### src/rtl/core/csa_pkg.sv
// Shared constants, codes and types of the contiguous segment allocator.
// No dependencies; every other file imports this package.
`default_nettype none

package csa_pkg;

   localparam int MAX_SEGMENTS = 32;
   localparam int ADDR_BITS    = 20;
   localparam int OWNER_BITS   = 16;
   localparam int IDX_BITS     = $clog2(MAX_SEGMENTS);
   localparam int CNT_BITS     = $clog2(MAX_SEGMENTS + 1);
   localparam int LEN_BITS     = 21;
   localparam int CMD_BITS     = 2;
   localparam int POLICY_BITS  = 2;
   localparam int STATUS_BITS  = 3;
   localparam int RCNT_BITS    = 6;

   localparam logic [LEN_BITS-1:0] MEM_LIMIT = LEN_BITS'(1) << ADDR_BITS;

   localparam logic [CMD_BITS-1:0] CMD_REQUEST = 2'd0;
   localparam logic [CMD_BITS-1:0] CMD_RELEASE = 2'd1;
   localparam logic [CMD_BITS-1:0] CMD_COMPACT = 2'd2;

   localparam logic [POLICY_BITS-1:0] POL_BEST  = 2'd1;
   localparam logic [POLICY_BITS-1:0] POL_WORST = 2'd2;

   localparam logic [STATUS_BITS-1:0] ST_OK        = 3'd0;
   localparam logic [STATUS_BITS-1:0] ST_NOFIT     = 3'd1;
   localparam logic [STATUS_BITS-1:0] ST_NOOWNER   = 3'd2;
   localparam logic [STATUS_BITS-1:0] ST_NOCOMPACT = 3'd3;
   localparam logic [STATUS_BITS-1:0] ST_FULL      = 3'd4;

   typedef struct packed {
      logic [OWNER_BITS-1:0] owner;
      logic [ADDR_BITS-1:0]  start;
      logic [LEN_BITS-1:0]   len;
   } seg_type;

   typedef enum logic [4:0] {
      OP_NONE,
      OP_INIT,
      OP_LOAD,
      OP_SCAN,
      OP_TAKE,
      OP_SHIFT_INIT,
      OP_SHIFT,
      OP_SPLIT_LO,
      OP_SPLIT_HI,
      OP_REL,
      OP_FLUSH,
      OP_SUM,
      OP_REWIND,
      OP_PACK,
      OP_LIFT_INIT,
      OP_LIFT,
      OP_HOLE,
      OP_FINISH
   } op_type;

   typedef struct packed {
      op_type                 op;
      logic [STATUS_BITS-1:0] status;
   } ctl_type;

   typedef struct packed {
      logic [CMD_BITS-1:0] cmd;
      logic                owner_zero;
      logic                size_zero;
      logic                count_le1;
      logic                scan_last;
      logic                found;
      logic                exact;
      logic                full;
      logic                shift_done;
      logic                n_zero;
      logic                free_zero;
      logic                lift_done;
      logic                rsp_free;
   } sts_type;

endpackage

`default_nettype wire

### src/rtl/core/csa_ctrl.sv
// Controller state machine: sequences table scans, shifts and merges.
// Depends on csa_pkg; commands csa_dpath via ctl_type, reads sts_type.
`default_nettype none

module csa_ctrl
   import csa_pkg::*;
(
   input  wire logic    clock,
   input  wire logic    reset,
   input  wire logic    req_valid,
   output logic         req_ready,
   input  wire logic    csr_valid,
   output logic         csr_ready,
   input  wire sts_type sts,
   output ctl_type      ctl
);

   localparam logic [3:0] S_IDLE      = 4'd0;
   localparam logic [3:0] S_DISPATCH  = 4'd1;
   localparam logic [3:0] S_SCAN      = 4'd2;
   localparam logic [3:0] S_DECIDE    = 4'd3;
   localparam logic [3:0] S_TAKE      = 4'd4;
   localparam logic [3:0] S_SHIFT     = 4'd5;
   localparam logic [3:0] S_SPLIT_LO  = 4'd6;
   localparam logic [3:0] S_SPLIT_HI  = 4'd7;
   localparam logic [3:0] S_REL       = 4'd8;
   localparam logic [3:0] S_FLUSH     = 4'd9;
   localparam logic [3:0] S_SUM       = 4'd10;
   localparam logic [3:0] S_SUM_CHK   = 4'd11;
   localparam logic [3:0] S_PACK      = 4'd12;
   localparam logic [3:0] S_LIFT_INIT = 4'd13;
   localparam logic [3:0] S_LIFT      = 4'd14;
   localparam logic [3:0] S_FINISH    = 4'd15;

   logic [3:0]             state_ff;
   logic [3:0]             state_in;
   logic [STATUS_BITS-1:0] status_ff;
   logic [STATUS_BITS-1:0] status_in;

   always_comb begin
      state_in   = state_ff;
      status_in  = status_ff;
      ctl.op     = OP_NONE;
      ctl.status = status_ff;
      req_ready  = 1'b0;
      csr_ready  = 1'b0;
      unique case (state_ff)
         S_IDLE: begin
            csr_ready = 1'b1;
            req_ready = !csr_valid;
            if (csr_valid) begin
               ctl.op = OP_INIT;
            end else if (req_valid) begin
               ctl.op   = OP_LOAD;
               state_in = S_DISPATCH;
            end
         end
         S_DISPATCH: begin
            priority if (sts.cmd == CMD_REQUEST) begin
               if (sts.owner_zero) begin
                  status_in = ST_NOOWNER;
                  state_in  = S_FINISH;
               end else if (sts.size_zero) begin
                  status_in = ST_NOFIT;
                  state_in  = S_FINISH;
               end else begin
                  state_in = S_SCAN;
               end
            end else if (sts.cmd == CMD_RELEASE) begin
               if (sts.owner_zero) begin
                  status_in = ST_NOOWNER;
                  state_in  = S_FINISH;
               end else begin
                  state_in = S_REL;
               end
            end else if (sts.cmd == CMD_COMPACT) begin
               if (sts.count_le1) begin
                  status_in = ST_NOCOMPACT;
                  state_in  = S_FINISH;
               end else begin
                  state_in = S_SUM;
               end
            end else begin
               status_in = ST_OK;
               state_in  = S_FINISH;
            end
         end
         S_SCAN: begin
            ctl.op = OP_SCAN;
            if (sts.scan_last) begin
               state_in = S_DECIDE;
            end
         end
         S_DECIDE: begin
            priority if (!sts.found) begin
               status_in = ST_NOFIT;
               state_in  = S_FINISH;
            end else if (sts.exact) begin
               state_in = S_TAKE;
            end else if (sts.full) begin
               status_in = ST_FULL;
               state_in  = S_FINISH;
            end else begin
               ctl.op   = OP_SHIFT_INIT;
               state_in = S_SHIFT;
            end
         end
         S_TAKE: begin
            ctl.op    = OP_TAKE;
            status_in = ST_OK;
            state_in  = S_FINISH;
         end
         S_SHIFT: begin
            if (sts.shift_done) begin
               state_in = S_SPLIT_LO;
            end else begin
               ctl.op = OP_SHIFT;
            end
         end
         S_SPLIT_LO: begin
            ctl.op   = OP_SPLIT_LO;
            state_in = S_SPLIT_HI;
         end
         S_SPLIT_HI: begin
            ctl.op    = OP_SPLIT_HI;
            status_in = ST_OK;
            state_in  = S_FINISH;
         end
         S_REL: begin
            ctl.op = OP_REL;
            if (sts.scan_last) begin
               state_in = S_FLUSH;
            end
         end
         S_FLUSH: begin
            ctl.op    = OP_FLUSH;
            status_in = sts.n_zero ? ST_NOOWNER : ST_OK;
            state_in  = S_FINISH;
         end
         S_SUM: begin
            ctl.op = OP_SUM;
            if (sts.scan_last) begin
               state_in = S_SUM_CHK;
            end
         end
         S_SUM_CHK: begin
            if (sts.free_zero) begin
               status_in = ST_OK;
               state_in  = S_FINISH;
            end else begin
               ctl.op   = OP_REWIND;
               state_in = S_PACK;
            end
         end
         S_PACK: begin
            ctl.op = OP_PACK;
            if (sts.scan_last) begin
               state_in = S_LIFT_INIT;
            end
         end
         S_LIFT_INIT: begin
            ctl.op   = OP_LIFT_INIT;
            state_in = S_LIFT;
         end
         S_LIFT: begin
            if (sts.lift_done) begin
               ctl.op    = OP_HOLE;
               status_in = ST_OK;
               state_in  = S_FINISH;
            end else begin
               ctl.op = OP_LIFT;
            end
         end
         S_FINISH: begin
            if (sts.rsp_free) begin
               ctl.op   = OP_FINISH;
               state_in = S_IDLE;
            end
         end
         default: begin
            state_in = S_IDLE;
         end
      endcase
   end

   always_ff @(posedge clock) begin
      if (reset) begin
         state_ff  <= S_IDLE;
         status_ff <= ST_OK;
      end else begin
         state_ff  <= state_in;
         status_ff <= status_in;
      end
   end

endmodule

`default_nettype wire

### config.mk
export PLATFORM = sky130hd
export DESIGN_NAME = csa_ctrl
export DESIGN_NICKNAME = d
export VERILOG_FILES = /design/src/rtl/core/csa_pkg.sv /design/src/rtl/core/csa_ctrl.sv
export SDC_FILE = /design/constraint.sdc
export NUM_CORES = 1
export LEC_CHECK = 0
export ABC_AREA = 1
export BUFFER_PORTS_ARGS = -buffer_cell sky130_fd_sc_hd__buf_2
export CAP_MARGIN = 20
export CORE_MARGIN = 3
export CORE_UTILIZATION = 53
export DETAILED_ROUTE_END_ITERATION = 8
export PLACE_DENSITY = 0.88
export REMOVE_ABC_BUFFERS = 1
export SLEW_MARGIN = 20
export SYNTH_ARGS = -nofsm -noshare
export SYNTH_HDL_FRONTEND = slang
export SYNTH_SLANG_ARGS = --single-unit
### constraint.sdc
create_clock -name clock -period 3.35 [get_ports clock]
set_input_delay 0.67 -clock clock [delete_from_list [all_inputs] [get_ports clock]]
set_output_delay 0.67 -clock clock [all_outputs]
set_load 0.05 [all_outputs]
==> impl_metrics.env <==
export IMPL_slew_limit_headroom_pct=74.1
export IMPL_drt_pre_antenna_iters=4
export IMPL_ys_ff_latch=7
export IMPL_syn_inst=169
export IMPL_fmax_mhz=419
export IMPL_drt_iter0_drc=90
export IMPL_synth_cell_types=18
export IMPL_drive_gt1_share_pct=17.5
export IMPL_place_area_um2=1010
export IMPL_core_um2=1420
export IMPL_syn_area_um2=860
export IMPL_area_growth_pct=21.0
export IMPL_fin_cells=215
export IMPL_cts_tree="built"
export IMPL_dpl_cell_count=211
export IMPL_cts_buffers=3
export IMPL_irDropWorstVdd_v=0.000713
export IMPL_tightest_slew_ns=0.384
export IMPL_clkTransAtPathRegs_ns=0.05
export IMPL_worst_path_buf_inv=3
export IMPL_power_mw=1.14
export IMPL_grt_pass1_wl_mm=3.92
export IMPL_end_kind="output port"
export IMPL_post_cts_resized=0
export IMPL_grt_ovfl_total=0
export IMPL_ioPinCount=28
export IMPL_yosys_warnings=0
export IMPL_tns_ns=0
export IMPL_num_rows=13
export IMPL_power_density_nw_per_um2=1090
export IMPL_hold_path_class="flop to flop"
export IMPL_die_w_um=46.3
export IMPL_cts_sinks=7
export IMPL_antenna_found_initial=0
export IMPL_hold_viol_final=0
export IMPL_crit_path_max_fanout=6
export IMPL_setup_viol_count_final=0
export IMPL_stdcell_area_um2=1040
export IMPL_drc=0
export IMPL_grt_pass1_vias=992
export IMPL_start_util_pct=60.7
export IMPL_insertion_delay_ns=0.25
export IMPL_wire_per_inst_um=11.4
export IMPL_ys_seq_area_share_pct=16.3
export IMPL_ctsHoldBuffers=0
export IMPL_drt_vias_per_instance=5.52
export IMPL_leakage_nw=0.623
export IMPL_clk_path_buf_depth=2
export IMPL_grt_setup_unrepaired="no"
export IMPL_nNetsFinal=222
export IMPL_cts_htree_levels=1
export IMPL_drt_wl_total_mm=2.45
export IMPL_cts_setup_buffers=0
export IMPL_grt_use_total_pct=24.7
export IMPL_dp_hpwl_mm=2.04
export IMPL_cp_start_kind="flop"
export IMPL_die_h_um=46.3
export IMPL_num_vias=1187
export IMPL_antenna_left=0
export IMPL_cpLargestDelayFamily="simple AND/OR/NAND/NOR gates"
export IMPL_antennaDiodeCount=0
export IMPL_critPathKind="flop to output port"
export IMPL_fin_crit_ns=2.39
export IMPL_required_ns=2.68
export IMPL_worstPathCellList="inv_1 > nand2_1 > nor2_1 > nand2_2 > nand2_1 > inv_1 > nand4_1 > buf_2"
export IMPL_arrival_ns=1.72
export IMPL_grt_max_degree=9
export IMPL_crit_path_top_delay_cell="dfxtp_1"
export IMPL_status="completed"
export IMPL_clockRootBuffer="clkbuf_4"
export IMPL_place_congestion=0.935
export IMPL_syn_avg_cell_area_um2=5.09
export IMPL_fin_crit_sh_pct=71.3
export IMPL_fin_skew_ns=0.00519
export IMPL_max_cap_viol_count=0
export IMPL_fp_dieArea_um2=2140
export IMPL_max_stage_delay_ns=0.35
export IMPL_io_buffers=27
export IMPL_slew_viol_final=0
-- Yosys cell counts --
library cell   n  area share, %
inv_1         25             11
nor3_1         2            1.2
mux2i_1        1            1.2
inv_2          1           0.44
and2_1         1           0.73
nand4_1        6            4.4
dfxtp_1        7             16
a22oi_1        1           0.87
ha_1           3            4.4
a21oi_1        4            2.3
a21boi_0       1           0.87
nand3b_1       2            1.7
nand3_1       11            6.4
o22ai_1        1           0.73
nor2_1        35             15
nand2_1       54             24
o21ai_0       10            5.8
nand2_2        4            2.9
-- final timing paths --
kind	start	to	slack [ns]	cells past startpoint
max	state_ff[0]	ctl[3]	0.96	8
min	state_ff[2]	state_ff[2]	0.51	2
max reg2reg	state_ff[1]	state_ff[0]	1.74	8
min reg2reg	state_ff[2]	state_ff[2]	0.51	2
-- state kept, by name, summed over array words and instances, names as in the netlist --
register,cells
state_ff,4
status_ff,3
-- logic make-up after synthesis --
family                     share of synthesized area, %
AOI/OAI and AO/OA                                  10.6
adders and majority gates                          4.37
buffers and inverters                              11.4
DFF                                                16.3
muxes                                              1.16
and+or+nand+nor                                    56.2
-- per-stage QoR --
step	setup WS, ns	utilization (%)	hold WS [ns]
5_1_grt	0.840	73.5	0.539
6_report	0.962	73.5	0.509
3_3_place_gp	1.21	71.6	0.495
4_1_cts	0.993	73.5	0.513
2_1_floorplan	0.253	-	0.475
3_5_place_dp	1.17	71.6	0.505
-- tightest hold or removal path: stages (launching register included) --
cell and delay, ns:
dfxtp_1 0.33, nand2_1 0.07, a21oi_1 0.05
-- layout make-up --
| class | count | area (µm²) |
|---|---|---|
| Tap cell | 15 | 18.8 |
| Fill cell | 132 | 375 |
| Clock buffer | 4 | 26.3 |
| Multi-Input combinational cell | 136 | 622 |
| Inverter | 26 | 97.6 |
| Sequential cell | 7 | 140 |
| Timing Repair Buffer | 27 | 135 |
-- where the power goes --
group          total [mW]  switching, mW  leakage, nW  internal (mW)
logic               0.904          0.663        0.551          0.242
clock network      0.0758         0.0304       0.0150         0.0454
registers           0.158         0.0391       0.0576          0.119
total                1.14          0.732        0.623          0.406
-- layer usage --
layer  GRT usage [%]  routed length, µm  up-vias
li1                -                  -      595
met1            32.9               1050      526
met2            39.0               1130       61
met3            4.30                247        5
met4            9.66                 28        0
met5               0                  0        -
-- cell usage in the layout (no fill, tap or decap) --
| cell | n |
|---|---|
| a21oi_1 | 4 |
| mux2i_1 | 1 |
| ha_1 | 3 |
| a21boi_0 | 1 |
| dfxtp_1 | 7 |
| inv_2 | 1 |
| nand2_1 | 54 |
| and2_1 | 1 |
| nor3_1 | 2 |
| clkbuf_1 | 1 |
| nand4_1 | 6 |
| o22ai_1 | 1 |
| nand3_1 | 11 |
| a22oi_1 | 1 |
| buf_2 | 27 |
| inv_1 | 25 |
| nand2_2 | 4 |
| o21ai_0 | 10 |
| nand3b_1 | 2 |
| nor2_1 | 35 |
| clkbuf_4 | 3 |
(Power assumes the default switching activity.)
