`config.mk`:
```
export PLATFORM = sky130hd
export DESIGN_NAME = csa_dpath
export DESIGN_NICKNAME = d
export VERILOG_FILES = /design/src/rtl/core/csa_pkg.sv /design/src/rtl/core/csa_dpath.sv
export SDC_FILE = /design/constraint.sdc
export NUM_CORES = 2
export LEC_CHECK = 0
export BUFFER_PORTS_ARGS = -buffer_cell sky130_fd_sc_hd__buf_2
export CAP_MARGIN = 20
export CORE_UTILIZATION = 55
export DETAILED_ROUTE_END_ITERATION = 10
export PLACE_DENSITY = 0.71
export SETUP_SLACK_MARGIN = 0.02
export SKIP_CTS_REPAIR_TIMING = 1
export SLEW_MARGIN = 10
export SYNTH_ARGS = -nofsm -noshare
export SYNTH_HDL_FRONTEND = slang
export SYNTH_SLANG_ARGS = --single-unit
```
`constraint.sdc`:
```
create_clock -name clock -period 21.3 [get_ports clock]
set_input_delay 5.325 -clock clock [delete_from_list [all_inputs] [get_ports clock]]
set_output_delay 5.325 -clock clock [all_outputs]
set_load 0.005 [all_outputs]
```
`src/rtl/core/csa_pkg.sv`:
```
// Shared constants, codes and types of the contiguous segment allocator.
// No dependencies; every other file imports this package.
`default_nettype none

package csa_pkg;

   localparam int MAX_SEGMENTS = 32;
   localparam int ADDR_BITS    = 20;
   localparam int OWNER_BITS   = 16;
   localparam int IDX_BITS     = $clog2(MAX_SEGMENTS);
   localparam int CNT_BITS     = $clog2(MAX_SEGMENTS + 1);
   localparam int LEN_BITS     = 21;
   localparam int CMD_BITS     = 2;
   localparam int POLICY_BITS  = 2;
   localparam int STATUS_BITS  = 3;
   localparam int RCNT_BITS    = 6;

   localparam logic [LEN_BITS-1:0] MEM_LIMIT = LEN_BITS'(1) << ADDR_BITS;

   localparam logic [CMD_BITS-1:0] CMD_REQUEST = 2'd0;
   localparam logic [CMD_BITS-1:0] CMD_RELEASE = 2'd1;
   localparam logic [CMD_BITS-1:0] CMD_COMPACT = 2'd2;

   localparam logic [POLICY_BITS-1:0] POL_BEST  = 2'd1;
   localparam logic [POLICY_BITS-1:0] POL_WORST = 2'd2;

   localparam logic [STATUS_BITS-1:0] ST_OK        = 3'd0;
   localparam logic [STATUS_BITS-1:0] ST_NOFIT     = 3'd1;
   localparam logic [STATUS_BITS-1:0] ST_NOOWNER   = 3'd2;
   localparam logic [STATUS_BITS-1:0] ST_NOCOMPACT = 3'd3;
   localparam logic [STATUS_BITS-1:0] ST_FULL      = 3'd4;

   typedef struct packed {
      logic [OWNER_BITS-1:0] owner;
      logic [ADDR_BITS-1:0]  start;
      logic [LEN_BITS-1:0]   len;
   } seg_type;

   typedef enum logic [4:0] {
      OP_NONE,
      OP_INIT,
      OP_LOAD,
      OP_SCAN,
      OP_TAKE,
      OP_SHIFT_INIT,
      OP_SHIFT,
      OP_SPLIT_LO,
      OP_SPLIT_HI,
      OP_REL,
      OP_FLUSH,
      OP_SUM,
      OP_REWIND,
      OP_PACK,
      OP_LIFT_INIT,
      OP_LIFT,
      OP_HOLE,
      OP_FINISH
   } op_type;

   typedef struct packed {
      op_type                 op;
      logic [STATUS_BITS-1:0] status;
   } ctl_type;

   typedef struct packed {
      logic [CMD_BITS-1:0] cmd;
      logic                owner_zero;
      logic                size_zero;
      logic                count_le1;
      logic                scan_last;
      logic                found;
      logic                exact;
      logic                full;
      logic                shift_done;
      logic                n_zero;
      logic                free_zero;
      logic                lift_done;
      logic                rsp_free;
   } sts_type;

endpackage

`default_nettype wire

```
`src/rtl/core/csa_dpath.sv`:
```
// Datapath: segment table, scan indices, accumulators and response register.
// Depends on csa_pkg; driven by csa_ctrl through ctl_type commands.
`default_nettype none

module csa_dpath
   import csa_pkg::*;
(
   input  wire logic                   clock,
   input  wire logic                   reset,
   input  wire ctl_type                ctl,
   output sts_type                     sts,
   input  wire logic [CMD_BITS-1:0]    req_cmd,
   input  wire logic [OWNER_BITS-1:0]  req_owner_id,
   input  wire logic [LEN_BITS-1:0]    req_request_size,
   input  wire logic [POLICY_BITS-1:0] req_fit_policy,
   input  wire logic [LEN_BITS-1:0]    csr_data,
   output logic                        rsp_valid,
   input  wire logic                   rsp_ready,
   output logic [STATUS_BITS-1:0]      rsp_status,
   output logic [ADDR_BITS-1:0]        rsp_start_address,
   output logic [RCNT_BITS-1:0]        rsp_released_count
);

   seg_type                table_ff [MAX_SEGMENTS];
   logic [CNT_BITS-1:0]    count_ff;
   logic [CNT_BITS-1:0]    i_ff;
   logic [CNT_BITS-1:0]    w_ff;
   logic [CNT_BITS-1:0]    n_ff;
   logic                   found_ff;
   logic [IDX_BITS-1:0]    pick_ff;
   logic [LEN_BITS-1:0]    pick_len_ff;
   logic [ADDR_BITS-1:0]   pick_start_ff;
   seg_type                acc_ff;
   logic                   acc_v_ff;
   logic [LEN_BITS-1:0]    free_ff;
   logic [LEN_BITS-1:0]    total_ff;
   logic [ADDR_BITS-1:0]   res_addr_ff;
   logic [CMD_BITS-1:0]    cmd_ff;
   logic [OWNER_BITS-1:0]  owner_ff;
   logic [LEN_BITS-1:0]    size_ff;
   logic [POLICY_BITS-1:0] policy_ff;
   logic                   rsp_valid_ff;
   logic [STATUS_BITS-1:0] rsp_status_ff;
   logic [ADDR_BITS-1:0]   rsp_addr_ff;
   logic [RCNT_BITS-1:0]   rsp_count_ff;

   logic [IDX_BITS-1:0]   rd_idx;
   seg_type               rd_seg;
   logic [LEN_BITS-1:0]   csr_val;
   logic [OWNER_BITS-1:0] rel_owner;
   logic                  rel_hit;
   logic                  merge;
   logic                  fits;
   logic [LEN_BITS-1:0]   rem;
   logic [ADDR_BITS-1:0]  split_start;
   logic [LEN_BITS-1:0]   lift_pos;
   logic                  wr_en;
   logic [IDX_BITS-1:0]   wr_idx;
   seg_type               wr_seg;
   logic                  rsp_free;

   always_comb begin
      unique case (ctl.op)
         OP_SHIFT, OP_LIFT: rd_idx = IDX_BITS'(i_ff - 1'b1);
         default:           rd_idx = i_ff[IDX_BITS-1:0];
      endcase
   end

   assign rd_seg      = table_ff[rd_idx];
   assign csr_val     = (csr_data == '0) ? LEN_BITS'(1) :
                        ((csr_data > MEM_LIMIT) ? MEM_LIMIT : csr_data);
   assign rel_hit     = (rd_seg.owner == owner_ff);
   assign rel_owner   = rel_hit ? '0 : rd_seg.owner;
   assign merge       = acc_v_ff && (acc_ff.owner == '0) && (rel_owner == '0);
   assign fits        = (rd_seg.owner == '0) && (rd_seg.len >= size_ff);
   assign rem         = pick_len_ff - size_ff;
   assign split_start = pick_start_ff + rem[ADDR_BITS-1:0];
   assign lift_pos    = total_ff - rd_seg.len;
   assign rsp_free    = !rsp_valid_ff || rsp_ready;

   always_comb begin
      wr_en  = 1'b0;
      wr_idx = w_ff[IDX_BITS-1:0];
      wr_seg = rd_seg;
      unique case (ctl.op)
         OP_INIT: begin
            wr_en  = 1'b1;
            wr_idx = '0;
            wr_seg = '{owner: '0, start: '0, len: csr_val};
         end
         OP_TAKE: begin
            wr_en  = 1'b1;
            wr_idx = pick_ff;
            wr_seg = '{owner: owner_ff, start: pick_start_ff, len: pick_len_ff};
         end
         OP_SHIFT: begin
            wr_en  = 1'b1;
            wr_idx = i_ff[IDX_BITS-1:0];
         end
         OP_SPLIT_LO: begin
            wr_en  = 1'b1;
            wr_idx = pick_ff;
            wr_seg = '{owner: '0, start: pick_start_ff, len: rem};
         end
         OP_SPLIT_HI: begin
            wr_en  = 1'b1;
            wr_idx = pick_ff + 1'b1;
            wr_seg = '{owner: owner_ff, start: split_start, len: size_ff};
         end
         OP_REL: begin
            wr_en  = acc_v_ff && !merge;
            wr_seg = acc_ff;
         end
         OP_FLUSH: begin
            wr_en  = 1'b1;
            wr_seg = acc_ff;
         end
         OP_PACK: begin
            wr_en = (rd_seg.owner != '0);
         end
         OP_LIFT: begin
            wr_en  = 1'b1;
            wr_idx = i_ff[IDX_BITS-1:0];
            wr_seg = '{owner: rd_seg.owner, start: lift_pos[ADDR_BITS-1:0], len: rd_seg.len};
         end
         OP_HOLE: begin
            wr_en  = 1'b1;
            wr_idx = '0;
            wr_seg = '{owner: '0, start: '0, len: free_ff};
         end
         default: begin
            wr_en = 1'b0;
         end
      endcase
   end

   always_ff @(posedge clock) begin
      if (reset) begin
         table_ff[0]  <= '{owner: '0, start: '0, len: MEM_LIMIT};
         count_ff     <= CNT_BITS'(1);
         i_ff         <= '0;
         w_ff         <= '0;
         n_ff         <= '0;
         found_ff     <= 1'b0;
         acc_v_ff     <= 1'b0;
         rsp_valid_ff <= 1'b0;
      end else begin
         if (wr_en) begin
            table_ff[wr_idx] <= wr_seg;
         end
         if (ctl.op == OP_FINISH) begin
            rsp_valid_ff <= 1'b1;
         end else if (rsp_ready) begin
            rsp_valid_ff <= 1'b0;
         end
         unique case (ctl.op)
            OP_INIT: begin
               count_ff <= CNT_BITS'(1);
            end
            OP_LOAD: begin
               cmd_ff      <= req_cmd;
               owner_ff    <= req_owner_id;
               size_ff     <= req_request_size;
               policy_ff   <= req_fit_policy;
               i_ff        <= '0;
               w_ff        <= '0;
               n_ff        <= '0;
               found_ff    <= 1'b0;
               acc_v_ff    <= 1'b0;
               free_ff     <= '0;
               total_ff    <= '0;
               res_addr_ff <= '0;
            end
            OP_SCAN: begin
               i_ff <= i_ff + 1'b1;
               if (fits && (!found_ff ||
                            (policy_ff == POL_BEST && rd_seg.len < pick_len_ff) ||
                            (policy_ff == POL_WORST && rd_seg.len > pick_len_ff))) begin
                  found_ff      <= 1'b1;
                  pick_ff       <= i_ff[IDX_BITS-1:0];
                  pick_len_ff   <= rd_seg.len;
                  pick_start_ff <= rd_seg.start;
               end
            end
            OP_TAKE: begin
               res_addr_ff <= pick_start_ff;
            end
            OP_SHIFT_INIT: begin
               i_ff <= count_ff;
            end
            OP_SHIFT: begin
               i_ff <= i_ff - 1'b1;
            end
            OP_SPLIT_HI: begin
               count_ff    <= count_ff + 1'b1;
               res_addr_ff <= split_start;
            end
            OP_REL: begin
               i_ff <= i_ff + 1'b1;
               if (rel_hit) begin
                  n_ff <= n_ff + 1'b1;
               end
               if (merge) begin
                  acc_ff.len <= acc_ff.len + rd_seg.len;
               end else begin
                  if (acc_v_ff) begin
                     w_ff <= w_ff + 1'b1;
                  end
                  acc_ff   <= '{owner: rel_owner, start: rd_seg.start, len: rd_seg.len};
                  acc_v_ff <= 1'b1;
               end
            end
            OP_FLUSH: begin
               count_ff <= w_ff + 1'b1;
            end
            OP_SUM: begin
               i_ff     <= i_ff + 1'b1;
               total_ff <= total_ff + rd_seg.len;
               if (rd_seg.owner == '0) begin
                  free_ff <= free_ff + rd_seg.len;
               end
            end
            OP_REWIND: begin
               i_ff <= '0;
               w_ff <= '0;
            end
            OP_PACK: begin
               i_ff <= i_ff + 1'b1;
               if (rd_seg.owner != '0) begin
                  w_ff <= w_ff + 1'b1;
               end
            end
            OP_LIFT_INIT: begin
               i_ff     <= w_ff;
               count_ff <= w_ff + 1'b1;
            end
            OP_LIFT: begin
               i_ff     <= i_ff - 1'b1;
               total_ff <= lift_pos;
            end
            default: begin
            end
         endcase
      end
   end

   always_ff @(posedge clock) begin
      if (ctl.op == OP_FINISH) begin
         rsp_status_ff <= ctl.status;
         rsp_addr_ff   <= res_addr_ff;
         rsp_count_ff  <= (cmd_ff == CMD_RELEASE && ctl.status == ST_OK) ?
                          RCNT_BITS'(n_ff) : '0;
      end
   end

   assign sts.cmd        = cmd_ff;
   assign sts.owner_zero = (owner_ff == '0);
   assign sts.size_zero  = (size_ff == '0);
   assign sts.count_le1  = (count_ff <= CNT_BITS'(1));
   assign sts.scan_last  = (i_ff == count_ff - 1'b1);
   assign sts.found      = found_ff;
   assign sts.exact      = (pick_len_ff == size_ff);
   assign sts.full       = (count_ff == CNT_BITS'(MAX_SEGMENTS));
   assign sts.shift_done = (i_ff == CNT_BITS'(pick_ff) + 1'b1);
   assign sts.n_zero     = (n_ff == '0);
   assign sts.free_zero  = (free_ff == '0);
   assign sts.lift_done  = (i_ff == '0);
   assign sts.rsp_free   = rsp_free;

   assign rsp_valid          = rsp_valid_ff;
   assign rsp_status         = rsp_status_ff;
   assign rsp_start_address  = rsp_addr_ff;
   assign rsp_released_count = rsp_count_ff;

endmodule

`default_nettype wire

```
==> flow_summary.yaml <==
worst_setup_path:
  endpoint_kind: "flop"
  worstPathArrival_ns: 15.06
  crit_required_ns: 21.91
  crit_fanout: 44
  critPathKind: "in2reg"
  cp-start-kind: "primary input"
sta:
  period_needed_ns: 14.45
  drv_slew: 0
  relSlewSlack_pct: 21.3
  hold_slack_ns: 0.419
  post-route-period-util_pct: 67.8
  worst_pin_slew_ns: 1.17
  final_hold_viol_count: 0
  setup_tns_ns: 0
  fmax_ghz: 0.0692
  fin_skew_ns: 0.0402
  rsz0062_at_grt: "false"
  setup_viol: 0
floorplan:
  dieArea_sq_um: 165000
  die_h_um: 407
  initial_core_util_pct: 55.4
  core_sq_um: 163000
  fp.dieW_um: 407
  io_pins: 117
  rows: 148
power_and_ir_drop:
  power.total_mw: 9.27
  power.density_nw_per_um2: 92.1
  leakage_nw: 34.4
  vdd_drop_max_mv: 0.0901
logic_synthesis:
  synth_top_cell_by_area: "edfxtp_1"
  synth.most_common_cell: "edfxtp_1"
  syn_avg_cell_area_sq_um: 16.0
  synth-async-reset-ratio_pct: 0
  synth_edf_count: 2058
  yosysWarnings: 0
  synth_cells: 5614
  ys_ff_latch: 2085
  synthTopCellsByCount: "2058 x edfxtp_1, 578 x nand2_1, 372 x mux4_2"
  netlist.area_leader.share_pct: 68.6
  syn_nets: 5864
  ys_top_cells_by_area: "edfxtp_1 69%, mux4_2 9.3%, nand2_1 2.4%"
  synth_top_flop_cell: "edfxtp_1"
  synthesis.area_sq_um: 90100
  synth_cell_types: 94
  yosysSeqAreaShare_pct: 69.2
routing:
  vias: 54900
  drt_iter0_markers: 8682
  drc: 0
  wl_per_cell_um: 31.3
  final_antenna_net_count: 0
  via_per_inst: 6.72
  drtPass1Iterations: 7
  routed_wl_um: 256000
cells_and_area:
  area_growth_pct: 11.7
  fin_area_sq_um: 101000
  utilization_pct: 61.8
  fin_nets: 6067
  drive_gt1_share_pct: 18.6
  n_fill_cell: 11500
global_route:
  grt_max_degree: 121
  grt_first_pass_wirelength_um: 367000
  grt_overflow: 0
  grt_pass1_vias: 53100
  grt_use_total_pct: 30.9
  antenna_found_initial: 11
clocking:
  cts.clk_slew.worst_paths_ns: 0.06
  root_buffer: "clkbuf_16"
  htreeDepth: 4
  cts_buffer_depth: 3
  clock_sinks: 2085
  cts_tree: "done"
  cts_buffers: 204
  clkLatencyLatePin_ns: 0.87
min_path:
  hold_class: "reg2reg"
placed_design:
  placement.io_buffers: 116
  gp_congestion: 0.954
  dpl-instance-area_sq_um: 94100
  dp_hpwl_um: 152000
outcome:
  status: "finished, final reports clean"
job:
  maxCapViolations: 0
cells by family (layout without fill, tap and decap cells):
group / Yosys count / after routing / share of synthesized area (%)
and+or+nand+nor: 1384 / 1384 / 7.13
xor gates and xnor gates: 142 / 142 / 1.39
AOI/OAI and AO/OA: 877 / 877 / 6.93
adders and majority gates: 177 / 177 / 2.51
other: 0 / 3 / 0
buffers and inverters: 448 / 819 / 2.10
DFF: 2085 / 2085 / 69.2
muxes: 501 / 501 / 10.8
state kept, by name (all words and copies together), names as in the netlist, 6 cells and up:
| signal | cells |
|---|---|
| rsp_released_count | 6 |
| count_ff | 6 |
| n_ff | 6 |
| w_ff | 6 |
| pick_len_ff | 21 |
| total_ff | 20 |
| table_ff | 1824 |
| i_ff | 6 |
| pick_start_ff | 20 |
| owner_ff | 16 |
| size_ff | 21 |
| acc_ff | 57 |
| rsp_start_address | 20 |
| free_ff | 21 |
| res_addr_ff | 20 |
critical path, cell delays in order:
cell and delay [ns]:
buf_2 0.24, xnor2_2 0.65, nand2_1 0.66, inv_1 0.29, ha_4 0.51, buf_4 0.69, buf_4 0.67, buf_4 0.73
mux4_2 0.59, nand2_1 0.08, nand3_1 0.10, a31oi_1 0.52, ha_1 0.45, nand3_1 0.11, nand2_1 0.06, a41o_1 0.22
o41ai_1 0.64, o211ai_1 0.26, a2111oi_0 0.63, o41a_1 0.31, o21bai_1 0.09, a21oi_1 0.18, xor2_1 0.16, nand2_1 0.13
a31oi_2 0.19, buf_4 0.36
routing by layer:
| metal | track usage (%) | vias up | routed length, um |
|---|---|---|---|
| li1 | - | 22800 | - |
| met1 | 43.0 | 27900 | 96400 |
| met2 | 46.4 | 3635 | 116000 |
| met3 | 8.39 | 549 | 32900 |
| met4 | 12.7 | 4 | 10500 |
| met5 | 0 | - | 23 |
final timing paths:
check                                               from                             end  slack, ns  depth (start not counted)
worst min-delay path            res_addr_ff[0]$_DFFE_PP_  rsp_start_address[0]$_DFFE_PP_       0.42                          0
worst max register to register      i_ff[1]$_SDFFE_PP0P_      table_ff[10][46]$_DFFE_PP_      10.63                         22
worst max-delay path                              ctl[6]      table_ff[19][40]$_DFFE_PP_       6.85                         26
worst min register to register  res_addr_ff[0]$_DFFE_PP_  rsp_start_address[0]$_DFFE_PP_       0.42                          0
report_power, final:
group / switching [mW] / internal, mW / total, mW
Combinational: 0.747 / 0.429 / 1.18
Clock: 1.56 / 1.98 / 3.53
Sequential: 0.00975 / 4.55 / 4.56
Total: 2.31 / 6.95 / 9.27
cell type report:
type	instances	area [sq um]	area share (%)
sequential	2085	62300	61.9
clock inverter	122	1160	1.15
inverter	139	522	0.518
clock buffer	252	5370	5.33
timing repair buffer	306	2150	2.14
multi-input combinational	3081	26400	26.2
antenna	3	7.51	0.00746
tap	2175	2720	2.70
per-stage QoR:
step | setup WS (ns) | instances
after CTS | 6.99 | 8156
after global routing | 6.21 | 8161
after detailed placement | 6.11 | 7782
after floorplan | 4.69 | 5614
after global placement | 6.18 | 7780
final | 6.85 | 8163
placed cells by master, fill, tap and decap left out, types with 53 or more instances in the layout:
master     instances
clkbuf_16        207
edfxtp_1        2058
and3_1            89
mux4_2           372
o21ai_0          128
inv_1            136
nor2_1           228
ha_1             170
buf_2            116
clkinv_1          53
a21oi_1          161
xnor2_1           95
nand3_1          154
buf_4            177
nor3_1            82
nand2_1          577
mux2i_1          111
Power figures use the tool's default switching activity.
